==> config.mk <==
export PLATFORM = sky130hd
export DESIGN_NAME = lkhc_front
export DESIGN_NICKNAME = d
export VERILOG_FILES = /design/src/rtl/core/lkhc_pkg.sv /design/src/rtl/core/lkhc_front.sv
export SDC_FILE = /design/constraint.sdc
export NUM_CORES = 1
export LEC_CHECK = 0
export BUFFER_PORTS_ARGS = -buffer_cell sky130_fd_sc_hd__buf_2
export CAP_MARGIN = 10
export CORE_MARGIN = 2
export CORE_UTILIZATION = 55
export DETAILED_ROUTE_END_ITERATION = 6
export PLACE_DENSITY = 0.83
export REMOVE_ABC_BUFFERS = 1
export SLEW_MARGIN = 20
export SYNTH_ARGS = -nofsm -noshare
export SYNTH_HDL_FRONTEND = slang
export SYNTH_SLANG_ARGS = --single-unit
==> constraint.sdc <==
create_clock -name clk -period 13.2 [get_ports clk]
set_clock_uncertainty 0.15 [all_clocks]
set_input_delay 2.64 -clock clk [delete_from_list [all_inputs] [get_ports clk]]
set_output_delay 2.64 -clock clk [all_outputs]
set_load 0.005 [all_outputs]
==> src/rtl/core/lkhc_pkg.sv <==
// Shared types and codes for the keyed handle cache.
package lkhc_pkg;

    localparam logic [1:0] REQ_LOOKUP = 2'd0;
    localparam logic [1:0] REQ_ADD    = 2'd1;
    localparam logic [1:0] REQ_DELETE = 2'd2;
    localparam logic [1:0] REQ_RSVD   = 2'd3;

    localparam logic [1:0] ST_HIT  = 2'd0;
    localparam logic [1:0] ST_MISS = 2'd1;
    localparam logic [1:0] ST_BAD  = 2'd2;

    localparam int CAP_W = 7;

    typedef struct packed {
        logic [1:0]  req_type;
        logic [63:0] doc_key;
        logic [31:0] site_id;
        logic [31:0] doc_handle;
    } req_t;

    typedef struct packed {
        logic [1:0]  status;
        logic [31:0] found_handle;
        logic        evicted;
        logic [63:0] evicted_key;
        logic        replaced;
    } rsp_t;

    typedef struct packed {
        logic bad;
        req_t req;
    } op_t;

    typedef enum logic [1:0] {
        BK_IDLE,
        BK_MATCH,
        BK_EXEC
    } back_state_t;

endpackage

==> src/rtl/core/lkhc_front.sv <==
// Front end: accepts requests, flags bad ones (reserved type, zero key or site), and queues them for the back end.
module lkhc_front (
    input  logic          clk,
    input  logic          rst_n,
    input  logic          req_valid,
    output logic          req_ready,
    input  lkhc_pkg::req_t req,
    output logic          q_valid,
    input  logic          q_pop,
    output lkhc_pkg::op_t q_head
);
    import lkhc_pkg::*;

    op_t        slot_reg [2];
    logic       wr_ptr_reg, wr_ptr_next;
    logic       rd_ptr_reg, rd_ptr_next;
    logic [1:0] count_reg, count_next;
    logic       push;
    logic       pop;
    op_t        classified;

    assign req_ready = (count_reg != 2'd2);
    assign push      = req_valid && req_ready;
    assign pop       = q_pop && q_valid;
    assign q_valid   = (count_reg != 2'd0);
    assign q_head    = slot_reg[rd_ptr_reg];

    always_comb
    begin
        classified.req = req;
        classified.bad = (req.req_type != REQ_LOOKUP && req.req_type != REQ_ADD &&
                          req.req_type != REQ_DELETE) ||
                         (req.doc_key == 64'd0) || (req.site_id == 32'd0);
    end

    always_comb
    begin
        wr_ptr_next = push ? ~wr_ptr_reg : wr_ptr_reg;
        rd_ptr_next = pop ? ~rd_ptr_reg : rd_ptr_reg;
        count_next  = count_reg + {1'b0, push} - {1'b0, pop};
    end

    always_ff @(posedge clk or negedge rst_n)
    begin
        if (!rst_n)
        begin
            wr_ptr_reg <= 1'b0;
            rd_ptr_reg <= 1'b0;
            count_reg  <= 2'd0;
        end
        else
        begin
            wr_ptr_reg <= wr_ptr_next;
            rd_ptr_reg <= rd_ptr_next;
            count_reg  <= count_next;
        end
    end

    always_ff @(posedge clk)
    begin
        if (push)
        begin
            slot_reg[wr_ptr_reg] <= classified;
        end
    end

endmodule

# [After elaboration in Yosys (flattened, before gate mapping)]
# Memory sizes are Yosys's and may differ from the RTL's.
# Cells that the tools add are included.
[classes] div_mod_pow=0 reduce_logical=10 order_cmp=0 n_eq_ne=3 multipliers=0 muxes=2 bitwise_logic=2 n_addsub=2 n_shift=0
[op_table] operator="$logic_not 64->1" count=1
[op_table] operator="$logic_not 32->1" count=1
[op_table] operator="$logic_and 1x1->1" count=4
[op_table] operator="$ne 2x2->1 const B" count=2
[op_table] operator="$reduce_bool 2->1" count=2
[op_table] operator="$add 2x1->2" count=1
[op_table] operator="$logic_or 1x1->1" count=2
[op_table] operator="$mux 1" count=2
[op_table] operator="$ne 2x1->1 const B" count=1
[op_table] operator="$not 1->1" count=2
[op_table] operator="$sub 2x1->2" count=1
[word_totals] latchBits=0 regBits=4 in_bits=134 mem_bits_rw=262 output_inout_bits=133 mem_bits_ro=0 wordCells=23 n_memories=1
[memory_table] memory="slot_reg" words=2 word_bits=131 rd=1 rd_clocked_by_memory_dff=0 wr=1 line_no="lkhc_front.sv:14" text="op_t slot_reg [2];"

# [Logic depth before layout (Yosys ltp)]
# Gate-level depths: netlist of the first run.
[logic_depth] ltp_word=5 depth_mapped=7 depth_no_buf=7

# [Worst setup path before layout of the first run]
# No wires, ideal clock.
[synth_timing] kind="in2reg" from="input port req_valid" to="memory slot_reg[0][0] (netlist name) (enable)" path_slack_ns=4.250 n_path_buf=0 arrival_time_ns=8.177 t_required_ns=12.427 setup_time_ns=0.623 cell_stages=2 cell_sequence="nand2_1 nor2_1"
[synth_between] elab_chain_cells=3
[synth_lines] element="start, declared" line_no="lkhc_front.sv:5" text="input logic req_valid,"
[synth_lines] element="$logic_and 1x1->1" line_no="lkhc_front.sv:23" text="assign push = req_valid && req_ready;"
[synth_lines] element="$mux 1" line_no="lkhc_front.sv:61" text="if (push)"
[synth_lines] element="$mux 1 (not written as such)" line_no="lkhc_front.sv:63" text="slot_reg[wr_ptr_reg] <= classified;"
[synth_lines] element="end, declared" line_no="lkhc_front.sv:14"
# Every way passes these cells.

==> results.toml, run 1 <==
[cts]
cts.sink_count = 266
tritoncts = "built"
clock-root-buffer = "sky130_fd_sc_hd__clkbuf_16"
cts_inserted_buffers = 26
h_tree_depth_reported_by_cts = 1
clock_latency_ns = 0.52
path_clk_slew_ns = 0.06
post_cts_hold_buffer_count = 0
max-clock-path-buffers = 3
cts_repair_resize_count = 0
setup_fix_bufs_post_cts = 0

[logic_synthesis]
synth-edff-count = 262
synthAdderAreaFrac_pct = 0.253
syn-mean-instance-area_um2 = 21.6
synthSimpleGateAreaFrac_pct = 2.39
seq_area_frac_synth_pct = 80.6
ys_ff_latch = 266
post_synth_xor_xnor_area_pct = 0.354
ys_async_sr_fraction_pct = 1.50
synth_top_family_by_area = "multiplexers"
synth_mux_area_share_pct = 14.9
post-synth-top-area-fraction_pct = 79.6
cells_after_synthesis = 458
post-synth-top-count-cell = "sky130_fd_sc_hd__edfxtp_1"
synth.distinct_cells = 19
commonest_cells_in_the_synthesized_netlist = "262 x sky130_fd_sc_hd__edfxtp_1, 131 x sky130_fd_sc_hd__mux2_2, 24 x sky130_fd_sc_hd__nor4_1"
post_synth_main_area_contributors = "sky130_fd_sc_hd__edfxtp_1 80%, sky130_fd_sc_hd__mux2_2 15%, sky130_fd_sc_hd__nor4_1 1.5%"
yosys.area.top_type = "sky130_fd_sc_hd__edfxtp_1"
synth.yosys.warnings = 0
synth_top_flop_cell = "sky130_fd_sc_hd__edfxtp_1"
synth.cell_area_um2 = 9880
synth_compound_gate_area_share_pct = 0.0886

[drt]
post_drt_wl_per_cell_um = 19.9
via_count = 5276
detail-route-antenna-nets = 0
drc = 0
drtIter0Drc = 291
via_per_inst = 5.33
dr.pass1.iters = 6
routed_wl_um = 19700

[finish]
fin_area_um2 = 12300
diodes = 0
fillCellCount = 1128
largest_reg_flops = 262
layout_overhead_on_the_synthesized_area_pct = 24.3
layout_nets = 877
layout-drive-gt1-share_pct = 58.3
final_core_util_pct = 69.1

[global_route]
initial_antenna_violation_count = 1
grt_pass1_wl_um = 29800
grt-ovfl-total = 0
gr-usage-all-layers_pct = 19.8
grt_start_max_net_pins = 74
number_of_global_route_vias_before_repair = 5620

[worst_setup_path]
critPathMaxFanout = 68
critical_path_class = "register to output port"
cp_slowest_stage_delay_ns = 0.96
cp_top_family = "flip-flops"
worstSetupStartpointType = "register"
cp-end-kind = "output port"
cell_by_cell_listing_of_the_critical_path = "buf_4 > mux2_2 > buf_2"
timing.critical_path.buf_inv = 2
required_ns = 10.41
crit_slowest_cell = "sky130_fd_sc_hd__dfrtp_4"
critical_path_arrival_ns = 2.99

[sta]
period_share_pct = 43.8
fin_hold_ws_ns = 0.380
report.final.slew_viol_count = 0
worst_slew_pin_slew_ns = 1.02
total_negative_slack_ns = 0
final_hold_viol_count = 0
setup_repair_after_global_routing_missed_its_margin = "false"
max_freq_ghz = 0.173
period_minus_slack_ns = 5.78
setup_viol = 0
timing.slew.headroom_pct = 32.1

[power]
p_per_area_nw_per_um2 = 216
overall_power_after_layout_mw = 2.65
max-vdd-ir-drop_uv = 160
cellLeakagePower_nw = 4.55

[floorplanning]
area_of_the_core_um2 = 17800
floorplan.initialDensity_pct = 55.6
area_of_the_die_um2 = 19100
io_pins = 267
die_width_um = 138
placementRows = 49
floorplan.die.height_um = 138

[min_path]
min_path_type = "register to register"

[placed_design]
gp_routability_congestion = 0.799
place.detailed.hpwl_um = 13300
postPlaceCellArea_um2 = 11400
port_buffers = 266

[run_status]
run_status = "completed"

[flow_run]
max_cap_check_violation_count = 0
==> report_power, final <==
group | total, mW | switching, mW | internal, mW
Clock | 0.742 | 0.292 | 0.450
Sequential | 1.24 | 0.0803 | 1.16
Combinational | 0.672 | 0.334 | 0.338
Total | 2.65 | 0.706 | 1.95
==> worst reg2reg max path, cell delays in order (launching register included) <==
cell and delay (ns):
sky130_fd_sc_hd__dfrtp_1 0.41, sky130_fd_sc_hd__nand2b_1 0.14, sky130_fd_sc_hd__and3_4 0.72, sky130_fd_sc_hd__buf_4 0.95
==> per-layer routing <==
| metal | vias to the layer above | part of all wire (%) | track usage, % |
|---|---|---|---|
| met5 | - | 0 | 0 |
| met4 | 0 | 2.4 | 5.85 |
| met3 | 36 | 8.2 | 5.44 |
| met2 | 246 | 51 | 34.8 |
| met1 | 2566 | 38 | 24.3 |
| li1 | 2428 | - | - |
==> final timing paths <==
path	startpoint	end	slack [ns]	cells past startpoint
hold / removal	count_reg[1]	count_reg[1]	0.38	1
setup / recovery	rd_ptr_reg	q_head[63]	7.42	3
setup reg to reg	count_reg[1]	slot_reg[1][66]	10.37	3
hold reg to reg	count_reg[1]	count_reg[1]	0.38	1
min in group asynchronous	rst_n	count_reg[1]	1.77	1
max in group asynchronous	rst_n	rd_ptr_reg	10.98	1
==> final cells by class <==
class                   count  area [um2]  share of cell area, %
flip-flops and latches    266        7970                   64.9
repair buffers            270        1360                   11.1
inverters                   1        3.75                 0.0306
well taps                 229         287                   2.33
clock inverters            16         179                   1.46
clock buffers              31         691                   5.62
multi-input cells         176        1790                   14.6
==> kinds of logic after synthesis <==
group | Yosys count
compound gates | 1
xor+xnor | 4
fa+ha+maj | 2
buf+inv | 16
flops | 266
mux | 131
simple gates | 38
==> placed cells by master (no fill, tap or decap), drive strengths merged <==
| master | Yosys | layout |
|---|---|---|
| clkbuf | 0 | 31 |
| clkinvlp | 0 | 1 |
| edfxtp | 262 | 262 |
| clkinv | 0 | 10 |
| xor2 | 1 | 1 |
| and3 | 1 | 1 |
| a211o | 1 | 1 |
| buf | 15 | 270 |
| nand2 | 1 | 1 |
| nand4 | 6 | 6 |
| and2 | 1 | 1 |
| ha | 2 | 2 |
| or2 | 1 | 1 |
| dfrtp | 4 | 4 |
| nor4 | 25 | 25 |
| nor2 | 2 | 2 |
| mux2 | 131 | 131 |
| xnor2 | 3 | 3 |
| bufinv | 0 | 4 |
| nand2b | 1 | 1 |
| inv | 1 | 2 |
==> metrics by stage <==
stage	std cells	setup WS, ns
finish	989	7.42
global route	989	7.26
global placement	942	8.00
floorplan	443	4.25
detailed placement	942	7.97
CTS	989	7.42
No activity file was read; power rests on OpenSTA's default activity.
==> inputs of run 2 (changes only) <==
- CORE_UTILIZATION: 55 -> 47
- PLACE_DENSITY: 0.83 -> 0.76
- clock period: 13.2 -> 4.7 ns (I/O delays scaled with it)
==> run 2 against run 1 <==
  * First-iteration DRC count is 48% lower
  * Sequential share of layout area fell by 0.49 points
  * Setup slack got worse by 6.1 ns
==> results.toml, run 2 (synthesis gave the netlist of run 1 again) <==
[run_status]
run_status = "completed"

[global_route]
grt_start_max_net_pins = 111
number_of_global_route_vias_before_repair = 5434
grt-ovfl-total = 0
gr-usage-all-layers_pct = 16.8
grt_pass1_wl_um = 29000
initial_antenna_violation_count = 2

[worst_setup_path]
cp-end-kind = "output port"
critical_path_class = "register to output port"
cell_by_cell_listing_of_the_critical_path = "buf_4 > mux2_2 > buf_2"
crit_slowest_cell = "sky130_fd_sc_hd__dfrtp_4"
worstSetupStartpointType = "register"
cp_slowest_stage_delay_ns = 0.67
critical_path_arrival_ns = 2.30
cp_top_family = "buffers and inverters"
timing.critical_path.buf_inv = 2
critPathMaxFanout = 44
required_ns = 3.61
worst-r2r-setup-slack_ns = 2.22

[cts]
clock-root-buffer = "sky130_fd_sc_hd__clkbuf_16"
path_clk_slew_ns = 0.06
post_cts_hold_buffer_count = 0
cts.sink_count = 266
clock_latency_ns = 0.51
setup_fix_bufs_post_cts = 0
h_tree_depth_reported_by_cts = 1
tritoncts = "built"
max-clock-path-buffers = 3
cts_repair_resize_count = 0
cts_inserted_buffers = 27

[sta]
timing.slew.headroom_pct = 52.1
report.final.slew_viol_count = 0
period_minus_slack_ns = 3.39
setup_repair_after_global_routing_missed_its_margin = "false"
setup_viol = 0
worst_slew_pin_slew_ns = 0.717
period_share_pct = 72.1
final_hold_viol_count = 0
max_freq_ghz = 0.295

[placed_design]
place.detailed.hpwl_um = 13200
port_buffers = 266
gp_routability_congestion = 0.776

[finish]
largest_reg_flops = 262
layout.cells.most_common = "sky130_fd_sc_hd__buf_2"
mostFrequentLayoutCells = "266 x sky130_fd_sc_hd__buf_2, 262 x sky130_fd_sc_hd__edfxtp_1, 131 x sky130_fd_sc_hd__mux2_2"
final_core_util_pct = 59.5
area_taken_by_flip_flops_and_latches_um2 = 7970
multi_input_area_um2 = 1790
layout-drive-gt1-share_pct = 58.2
fillCellCount = 1575
layout_overhead_on_the_synthesized_area_pct = 25.3
layout_nets = 880

[drt]
routed_wl_um = 19600
dr.pass1.iters = 4
drtIter0Drc = 152
via_per_inst = 5.05
drc = 0
post_drt_wl_per_cell_um = 18.8
via_count = 5255
detail-route-antenna-nets = 0

[floorplanning]
placementRows = 53
io_pins = 267
area_of_the_die_um2 = 22200
die_width_um = 149
floorplan.initialDensity_pct = 47.5
area_of_the_core_um2 = 20800
floorplan.die.height_um = 149

[power]
cellLeakagePower_nw = 4.57
p_per_area_nw_per_um2 = 596
max-vdd-ir-drop_uv = 368
overall_power_after_layout_mw = 7.37

[flow_run]
max_cap_check_violation_count = 0

[min_path]
min_path_type = "primary input to asynchronous set/reset pin"
run 2: changes by cell type in the layout (fill, tap and decap cells not counted), moves of 2 or more:
| cell | before | now |
|---|---|---|
| sky130_fd_sc_hd__bufinv_16 | 4 | 2 |
| sky130_fd_sc_hd__clkinv_2 | 4 | 6 |
| sky130_fd_sc_hd__buf_4 | 4 | 2 |
| sky130_fd_sc_hd__diode_2 | 0 | 2 |
| sky130_fd_sc_hd__buf_12 | 0 | 3 |
run 2: metal layers:
metal | routed length, um | GRT usage (%)
met5 | 0 | 0
met4 | 470 | 4.43
met3 | 1760 | 5.44
met2 | 9560 | 28.5
met1 | 7760 | 21.1
run 2: path summary, 6_finish.rpt:
kind,cells after the start,endpoint,from
worst min register to register,1,count_reg[1],count_reg[1]
worst max register to register,4,slot_reg[0][98],count_reg[1]
max in group asynchronous,1,rd_ptr_reg,rst_n
min in group clk,1,count_reg[1],count_reg[1]
worst min-delay path,1,rd_ptr_reg,rst_n
worst max-delay path,3,q_head[55],rd_ptr_reg
run 2: area by class of cell:
class,instances,area share (%)
Inverter,1,0.0303
Sequential cell,266,64.4
Antenna cell,2,0.0404
Multi-Input combinational cell,176,14.5
Clock inverter,17,1.08
Timing Repair Buffer,272,11.6
Clock buffer,32,5.61
Tap cell,275,2.78
run 2: power by group:
group          switching, mW  leakage, nW  internal [mW]  total (mW)
clock network          0.819        0.410           1.16        1.98
logic                  0.990         1.68          0.993        1.98
registers              0.165         2.48           3.24        3.41
run 2: worst reg2reg max path: cells and delay by family (launching register included):
family / cells / cell delay, ns
simple gates: 3 / 0.86
buf+inv: 1 / 0.51
flops: 1 / 0.40
run 2: through the flow:
stage	area, um2	hold WS, ns	instances	setup WS, ns	TNS [ns]
floorplan	9750	0.310	443	-2.55	-334.01
global placement	11500	0.329	989	1.85	0
detailed placement	11500	0.369	989	1.78	0
CTS	12300	0.0455	1038	1.27	0
global route	12400	0.0456	1039	1.20	0
finish	12400	0.0724	1041	1.31	0
==> inputs of run 3 (changes only) <==
- ABC_AREA: unset -> 1
- CORE_UTILIZATION: 47 -> 52
- PLACE_DENSITY: 0.76 -> 0.79
- clock period: 4.7 -> 3.5 ns (I/O delays scaled with it)
==> run 3 against run 2 <==
  * Non-clock buffer count rose by 2
  * Power increased by 38%
  * Die area is 7.1% lower
  * Critical path depth rose by 2
  * Worst hold slack better by 0.15 ns
  * Clock power grew 34%
  * Sequential power increased by 33%
  * Wire length increased by 10%
  * Design area up 1.3%
  * Register-to-register slack worse by 0.77 ns
  * Utilization rose by 5.6 points
  * Largest power group unchanged
  * Count of clock-buffer cells in the layout is 5 higher
==> results.toml, run 3 <==
[cts]
cts.sink_count = 266
max-clock-path-buffers = 3
h_tree_depth_reported_by_cts = 1
clock_latency_ns = 0.52
cts_inserted_buffers = 27
cts_repair_resize_count = 0
tritoncts = "built"
path_clk_slew_ns = 0.06
clock-root-buffer = "sky130_fd_sc_hd__clkbuf_16"

[power]
p_per_area_nw_per_um2 = 810
p_sw_mw = 3.22
power.combinational.fraction_pct = 29.3
overall_power_after_layout_mw = 10.2
seq_power_share_pct = 44.5
max-vdd-ir-drop_uv = 539
p_clk_share_pct = 26.1
power.switching_fraction_pct = 31.7
cellLeakagePower_nw = 5.37
internal_power_mw = 6.93

[placed_design]
port_buffers = 266
dp_worst_setup_slack_ns = 1.10
postPlaceCellArea_um2 = 11700
place.detailed.hpwl_um = 13800
gp_routability_congestion = 0.788

[worst_setup_path]
cp-end-kind = "output port"
worstSetupStartpointType = "register"
required_ns = 2.65
critPathMaxFanout = 67
reg2reg_depth = 5
critical_path_arrival_ns = 2.08
critical_path_class = "register to output port"

[sta]
report.final.slew_viol_count = 0
total_negative_slack_ns = 0
max_freq_ghz = 0.341
setup_viol = 0
period_share_pct = 83.8
final_critical_path_setup_slack_ns = 0.567
final_hold_viol_count = 0
setup_repair_after_global_routing_missed_its_margin = "false"
period_minus_slack_ns = 2.93
timing.slew.headroom_pct = 38.5
worst_slew_pin_slew_ns = 0.922

[global_route]
grt_pass1_wl_um = 32000
grt-ovfl-total = 0
gr-usage-all-layers_pct = 19.9
grt_start_max_net_pins = 132
initial_antenna_violation_count = 6
number_of_global_route_vias_before_repair = 6342

[logic_synthesis]
synth.cell_area_um2 = 10100
post-synth-top-area-fraction_pct = 77.6
seq_area_frac_synth_pct = 78.6
syn-mean-instance-area_um2 = 12.6
post-synth-top-count-cell = "sky130_fd_sc_hd__nand2_1"
ys_ff_latch = 266
synth.yosys.warnings = 0
synth-edff-count = 262
post_synth_main_area_contributors = "sky130_fd_sc_hd__edfxtp_1 78%, sky130_fd_sc_hd__nand2_1 16%, sky130_fd_sc_hd__nor2_1 2.5%"
synth.distinct_cells = 13
yosys.area.top_type = "sky130_fd_sc_hd__edfxtp_1"
synth_top_flop_cell = "sky130_fd_sc_hd__edfxtp_1"
ys_async_sr_fraction_pct = 1.50
cells_after_synthesis = 805
commonest_cells_in_the_synthesized_netlist = "430 x sky130_fd_sc_hd__nand2_1, 262 x sky130_fd_sc_hd__edfxtp_1, 67 x sky130_fd_sc_hd__nor2_1"

[drt]
drc = 0
via_per_inst = 4.85
via_count = 6630
post_drt_wl_per_cell_um = 15.8
detail-route-antenna-nets = 0
routed_wl_um = 21600
dr.pass1.iters = 5
drtIter0Drc = 387

[finish]
layout_nets = 1215
layout.cells.most_common = "sky130_fd_sc_hd__nand2_1"
area_taken_by_flip_flops_and_latches_um2 = 7970
mostFrequentLayoutCells = "430 x sky130_fd_sc_hd__nand2_1, 266 x sky130_fd_sc_hd__buf_2, 262 x sky130_fd_sc_hd__edfxtp_1"
layout-drive-gt1-share_pct = 28.6
fin_area_um2 = 12500
largest_reg_flops = 262
multi_input_area_um2 = 1940
final_core_util_pct = 65.1
layout_overhead_on_the_synthesized_area_pct = 23.8
fillCellCount = 1468

[floorplanning]
area_of_the_core_um2 = 19300
area_of_the_die_um2 = 20600
io_pins = 267
floorplan.die.height_um = 144
floorplan.initialDensity_pct = 52.6
die_width_um = 144
placementRows = 51

[min_path]
min_path_type = "primary input to register"
worst_hold_path.num_cells = 1

[run_status]
run_status = "completed"

[flow_run]
max_cap_check_violation_count = 0
==> run 3: cell count changes after synthesis, moves of 2 or more <==
cell / change
sky130_fd_sc_hd__xnor2_1: -2
sky130_fd_sc_hd__nor2_1: +65
sky130_fd_sc_hd__buf_2: +10
sky130_fd_sc_hd__buf_4: +3
sky130_fd_sc_hd__nor4_1: -24
sky130_fd_sc_hd__nand2_1: +429
sky130_fd_sc_hd__inv_1: +5
sky130_fd_sc_hd__mux2_2: -131
sky130_fd_sc_hd__nand4_1: -6
==> run 3: layout make-up <==
type,count,share of cell area (%)
clock inverters,11,0.658
flip-flops and latches,266,63.6
diodes,5,0.0998
well taps,265,2.64
inverters,7,0.229
multi-input cells,503,15.4
clock buffers,37,5.85
repair buffers,274,11.5
==> run 3: what timing repair did <==
item                      4_1_cts  5_1_grt
hold endpoints to repair        4        0
hold buffers                    1        0
setup buffers                   0        0
==> run 3: final timing paths <==
path                              start         endpoint  slack, ns
hold / removal                  req[20]  slot_reg[0][20]       0.22
hold reg to reg            count_reg[0]     count_reg[0]       0.36
max in group asynchronous         rst_n       rd_ptr_reg       2.69
setup reg to reg           count_reg[0]  slot_reg[0][45]       1.45
min in group asynchronous         rst_n     count_reg[1]       0.36
setup / recovery             rd_ptr_reg       q_head[71]       0.57
==> run 3: through the flow <==
| stage | hold slack (ns) | cells |
|---|---|---|
| after floorplan | 0.254 | 776 |
| after global placement | 0.337 | 1314 |
| after detailed placement | 0.351 | 1314 |
| after CTS | 0.203 | 1363 |
| after global routing | 0.202 | 1367 |
| final | 0.218 | 1368 |
==> run 3: cell families (layout without fill, tap and decap cells) <==
logic type	after synthesis	in the layout	share of synthesized area [%]
buffers and inverters	36	329	2.41
other	0	5	0
DFF	266	266	78.6
adders and majority gates	2	2	0.247
xor gates and xnor gates	3	3	0.259
AOI/OAI and AO/OA	1	1	0.0493
and+or+nand+nor	497	497	18.4
==> run 3: layer usage <==
layer | track usage (%) | wire length, um | vias up
met5 | 0 | 13 | -
met4 | 6.81 | 694 | 2
met3 | 5.00 | 1610 | 54
met2 | 34.1 | 10900 | 265
met1 | 25.0 | 8340 | 3081
li1 | - | - | 3228
==> run 3: power groups by stage <==
stage	clock [mW]	sequential [mW]	combinational, mW
final	2.66	4.52	2.98
after global routing	2.83	4.58	3.36
after CTS	2.70	4.52	3.04
after detailed placement	0	4.58	3.02
after global placement	0	4.55	2.96
after floorplan	0	4.83	1.44
==> run 3: critical path, cell delays in order, from the launching register on <==
cell and delay [ns]:
sky130_fd_sc_hd__dfrtp_4 0.50, sky130_fd_sc_hd__inv_4 0.34, sky130_fd_sc_hd__buf_12 0.33, sky130_fd_sc_hd__nand2_1 0.11, sky130_fd_sc_hd__nand2_1 0.10, sky130_fd_sc_hd__buf_2 0.12
